File: config.mk
export PLATFORM = sky130hd
export DESIGN_NAME = joinlis_ctrl
export DESIGN_NICKNAME = d
export VERILOG_FILES = /design/src/design/joinlis_pkg.sv /design/src/design/joinlis_ctrl.sv
export SDC_FILE = /design/constraint.sdc
export NUM_CORES = 1
export LEC_CHECK = 0
export BUFFER_PORTS_ARGS = -buffer_cell sky130_fd_sc_hd__buf_4
export CAP_MARGIN = 15
export CORE_AREA = 5 5 42 44
export DETAILED_ROUTE_END_ITERATION = 8
export DIE_AREA = 0 0 47 49
export GPL_ROUTABILITY_DRIVEN = 0
export PLACE_DENSITY_LB_ADDON = 0.1
export REMOVE_ABC_BUFFERS = 1
export SYNTH_ARGS = -nofsm -noshare
export SYNTH_HDL_FRONTEND = slang
export SYNTH_SLANG_ARGS = --single-unit
File: constraint.sdc
create_clock -name clk -period 1 [get_ports clk]
set_clock_uncertainty 0.2 [all_clocks]
set_input_delay 0.1 -clock clk [delete_from_list [all_inputs] [get_ports clk]]
set_output_delay 0.1 -clock clk [all_outputs]
set_load 0.005 [all_outputs]
File: src/design/joinlis_pkg.sv
// Package for the joined increasing-subsequence length block.
// Holds widths, defaults, register indexes, controller states and the command/status structs.
// No dependencies.
package joinlis_pkg;

    localparam int MAX_LEN_DEF    = 128;
    localparam int VALUE_BITS_DEF = 32;

    localparam int CFG_W  = 8;
    localparam int ELEM_W = 32;
    localparam int RES_W  = 9;

    localparam logic CFG_IDX_A_LENGTH = 1'b0;
    localparam logic CFG_IDX_B_LENGTH = 1'b1;

    typedef enum logic [2:0] {
        ST_IDLE,
        ST_CELL_RD,
        ST_GET_MAX,
        ST_SCAN_A,
        ST_SCAN_B,
        ST_DRAIN,
        ST_WRITE
    } state_t;

    typedef struct packed {
        logic load;
        logic cell_rd;
        logic get_max;
        logic scan_a;
        logic scan_b;
        logic write_cell;
    } dp_cmd_t;

    typedef struct packed {
        logic complete;
        logic a_end;
        logic b_end;
        logic last_cell;
    } dp_status_t;

endpackage

File: src/design/joinlis_ctrl.sv
// Controller for the joined increasing-subsequence length block.
// Sequences loading, the table fill and the result handshake. Uses joinlis_pkg.
module joinlis_ctrl
    import joinlis_pkg::*;
(
    input  logic       clk,
    input  logic       rst_n,
    input  logic       in_valid,
    input  logic       out_stall,
    input  dp_status_t status,
    output dp_cmd_t    cmd,
    output logic       in_stall,
    output logic       out_valid
);

    state_t state_reg;
    state_t state_next;
    logic   out_valid_reg;
    logic   out_valid_next;

    always_ff @(posedge clk or negedge rst_n)
    begin
        if (!rst_n)
        begin
            state_reg     <= ST_IDLE;
            out_valid_reg <= 1'b0;
        end
        else
        begin
            state_reg     <= state_next;
            out_valid_reg <= out_valid_next;
        end
    end

    always_comb
    begin
        state_next = state_reg;
        case (state_reg)
            ST_IDLE:
            begin
                if (cmd.load && status.complete)
                begin
                    state_next = ST_CELL_RD;
                end
            end
            ST_CELL_RD: state_next = ST_GET_MAX;
            ST_GET_MAX: state_next = ST_SCAN_A;
            ST_SCAN_A:
            begin
                if (status.a_end)
                begin
                    state_next = ST_SCAN_B;
                end
            end
            ST_SCAN_B:
            begin
                if (status.b_end)
                begin
                    state_next = ST_DRAIN;
                end
            end
            ST_DRAIN: state_next = ST_WRITE;
            ST_WRITE:
            begin
                if (status.last_cell)
                begin
                    state_next = ST_IDLE;
                end
                else
                begin
                    state_next = ST_CELL_RD;
                end
            end
            default: state_next = ST_IDLE;
        endcase
    end

    always_comb
    begin
        cmd            = '0;
        in_stall       = 1'b1;
        out_valid_next = out_valid_reg;
        case (state_reg)
            ST_IDLE:
            begin
                in_stall = out_valid_reg;
                cmd.load = in_valid && !out_valid_reg;
            end
            ST_CELL_RD: cmd.cell_rd = 1'b1;
            ST_GET_MAX: cmd.get_max = 1'b1;
            ST_SCAN_A:  cmd.scan_a  = 1'b1;
            ST_SCAN_B:  cmd.scan_b  = 1'b1;
            ST_DRAIN:   cmd         = '0;
            ST_WRITE:   cmd.write_cell = 1'b1;
            default:    cmd         = '0;
        endcase
        if (out_valid_reg && !out_stall)
        begin
            out_valid_next = 1'b0;
        end
        if (cmd.write_cell && status.last_cell)
        begin
            out_valid_next = 1'b1;
        end
    end

    assign out_valid = out_valid_reg;

endmodule

==> metrics.md <==
| Metric | Value |
|---|---|
| # setup viols final | `12` |
| Clock Power Share | `11.5%` |
| Met1 Track Usage GR | `9.07%` |
| Initial antenna violation count | `0` |
| Crit path launch type | `register` |
| Final max-slew violation count | `0` |
| Worst-Margin Slew | `161 ps` |
| Worst r2r path cells | `4` |
| Layout overhead on the synthesized area | `144%` |
| Yosys cell types | `15` |
| Met2 usage | `12.4%` |
| Max stage delay on crit path | `460 ps` |
| Lkg Pwr | `0.284 nW` |
| CP max FO | `7` |
| WL/cell | `12.9 um` |
| Switching power | `0.679 mW` |
| Critical R2R Capture | `state_reg[0]$_DFFE_PN0P_` |
| Synth top area share | `43.5%` |
| Share of cells above drive strength 1 | `80.0%` |
| Yosys synthesis warning count | `0` |
| First-pass GRT wire length | `1410 um` |
| Vias in the first global route | `325` |
| Period utilization | `136%` |
| Critical path class | `reg2out` |
| DRC viols | `0` |
| Average cell area after synthesis | `8.53 um^2` |
| Final worst setup slack | `-359 ps` |
| Reg power frac | `20.7%` |
| Num rows | `14` |
| Quantity of I/O buffers inserted on ports | `15` |
| Final min period | `1360 ps` |
| GRT Util Overall | `9.10%` |
| Clock sinks | `4` |
| Fmax | `736 MHz` |
| Hpwl dp | `623 um` |
| Slowest-stage cell, CP | `dfrtp_2` |
| Hold Fails Final Rpt | `6` |
| Worst hold slack | `-111 ps` |
| R2r setup slk | `-320 ps` |
| Maximum VDD drop | `1.18 mV` |
| Diode count | `0` |
| Syn Inst Count | `27` |
| Number of synthesized register bits | `4` |
| Clk_lat worst skew | `240 ps` |
| Number of max-cap violations | `0` |
| Hold Path Sink | `out_valid$_DFFE_PN0P_` |
| Largest cells by area after synthesis | `dfrtp_1, mux2i_1, nor2_1` |
| Hold buffer count at CTS | `1` |
| Layout net count | `65` |
| Largest net degree at the start of global routing | `8` |
| Leading cell type in the layout, fill and taps excluded | `buf_4` |
| Min-delay src | `out_stall` |
| Met3 usage | `5.54%` |
| Busiest layer in global routing | `met2` |
| Pwr Density | `3190 nW/um^2` |
| Core outline area | `1400 um^2` |
| DP Worst Slack | `-200 ps` |
| Outcome | `complete, but fails checks` |
| Total Power | `1.79 mW` |
| Worst Hold Class | `in2reg` |
| Drt first pass iters | `1` |
| Layout Cells excl Fill | `71` |
| Via count | `309` |
| Switching part of the total power | `37.9%` |
| CP Cell Sequence | `nand2b_4 > nor2_4 > buf_6` |
| Global route overflow | `0` |
| CTS clk-pin slew, worst paths | `40 ps` |
| Die Y | `49 um` |
| CTS tree | `yes` |
| Vias per inst | `4.35` |
| Max Root-Sink Buffers | `2` |
| Most frequent cells in the layout | `buf_4, buf_6, nor2_2, clkbuf_4` |
| CP Capture Type | `output port` |
| Htree depth | `1` |
| Int Pwr | `1.11 mW` |
| Initial drt markers | `0` |
| Cell taking the most area after synthesis | `dfrtp_1` |
| Hold Path Depth | `2` |
| Number of routed nets with antenna violations | `0` |
| Boundary Pins | `16` |
| Die ar. | `2300 um^2` |
| Reg-to-reg startpoint | `state_reg[1]$_DFFE_PN0P_` |
| DRT Wirelength | `914 um` |
| Initial core utilization | `16.4%` |
| CTS Root Cell | `clkbuf_4` |
| RSZ-0062 raised after global routing | `yes` |
| Inst Count DP | `59` |
| Chip width | `47 um` |
| Fill cell count | `160` |
| Worst slew margin | `89.0%` |
| WP data required | `700 ps` |
| CP arrival | `1060 ps` |
| Core Util, Final | `40.1%` |
| Largest register FFs | `3` |
| Cell Area, Synth | `230 um^2` |
| Gate power share | `67.7%` |
| Violations in the final reports | `hold timing, setup timing` |
| Seq/Total Area, Yosys | `43.5%` |
| CTS Buf Count | `3` |
| Setup tns final | `-3180 ps` |
-- worst max-delay path by stage --
stage / from / to / slack, ps
4_1_cts: state_reg[1]$_DFFE_PN0P_ / cmd[1] / -380
6_report: state_reg[1]$_DFFE_PN0P_ / cmd[1] / -360
5_1_grt: state_reg[0]$_DFFE_PN0P_ / cmd[5] / -420
2_1_floorplan: state_reg[0]$_DFFE_PN0P_ / out_valid$_DFFE_PN0P_ / -120
3_5_place_dp: state_reg[1]$_DFFE_PN0P_ / cmd[1] / -200
3_3_place_gp: state_reg[1]$_DFFE_PN0P_ / cmd[5] / -200
-- synthesized netlist by cell type --
master and count:
mux2i_1 2, and3_4 1, and3_1 1, a31oi_1 1, o21ai_0 1, nor3_1 1
nand2b_1 1, inv_2 1, nor2_1 5, o32ai_1 1, inv_1 2, buf_4 1
nand2_1 4, a22o_1 1, dfrtp_1 4
-- layout make-up --
cell class	instances	area, um^2	area share, %
Tap cell	16	20.0	3.56
Sequential cell	4	103	18.3
Clock buffer	3	22.5	4.01
Timing Repair Buffer	26	228	40.5
Multi-Input combinational cell	19	178	31.6
Inverter	3	11.3	2.00
-- metrics by stage --
stage / cell area (um^2) / hold slack, ps
after floorplan: 223 / -396
after global placement: 370 / -301
after detailed placement: 370 / -300
after CTS: 492 / -116
after global routing: 562 / -101
final: 562 / -111
-- power by group through the flow --
| stage | Combinational (mW) | Sequential (mW) | Clock (mW) |
|---|---|---|---|
| finish | 1.21 | 0.371 | 0.206 |
| global route | 1.32 | 0.382 | 0.225 |
| CTS | 0.929 | 0.361 | 0.218 |
| detailed placement | 0.647 | 0.344 | 0 |
| global placement | 0.638 | 0.350 | 0 |
| floorplan | 0.293 | 0.329 | 0 |
-- worst max-delay path, delay by kind of cell (launching register included) --
family                 cells  cell delay, ps
flip-flops                 1             460
buffers and inverters      1             100
AND/OR/NAND/NOR            2             270
-- layer usage --
layer | wire length, um | share of wire (%) | up-vias
li1 | - | - | 148
met1 | 353 | 39 | 144
met2 | 451 | 49 | 15
met3 | 90 | 9.8 | 2
met4 | 19 | 2.1 | 0
met5 | 0 | 0 | -
-- repair_timing --
item                                   in CTS  in global routing
setup endpoints to repair                  12                 12
buffers inserted                            5                  4
endpoints found under the hold margin       8                  6
gates resized for setup                    16                 11
gates cloned                                0                  0
pin swaps                                   5                  6
-- logic make-up after synthesis --
family | synth area share, %
mux | 8.70
compound gates | 12.5
buf+inv | 8.15
simple gates | 27.2
flops | 43.5
Power figures use the tool's default switching activity.
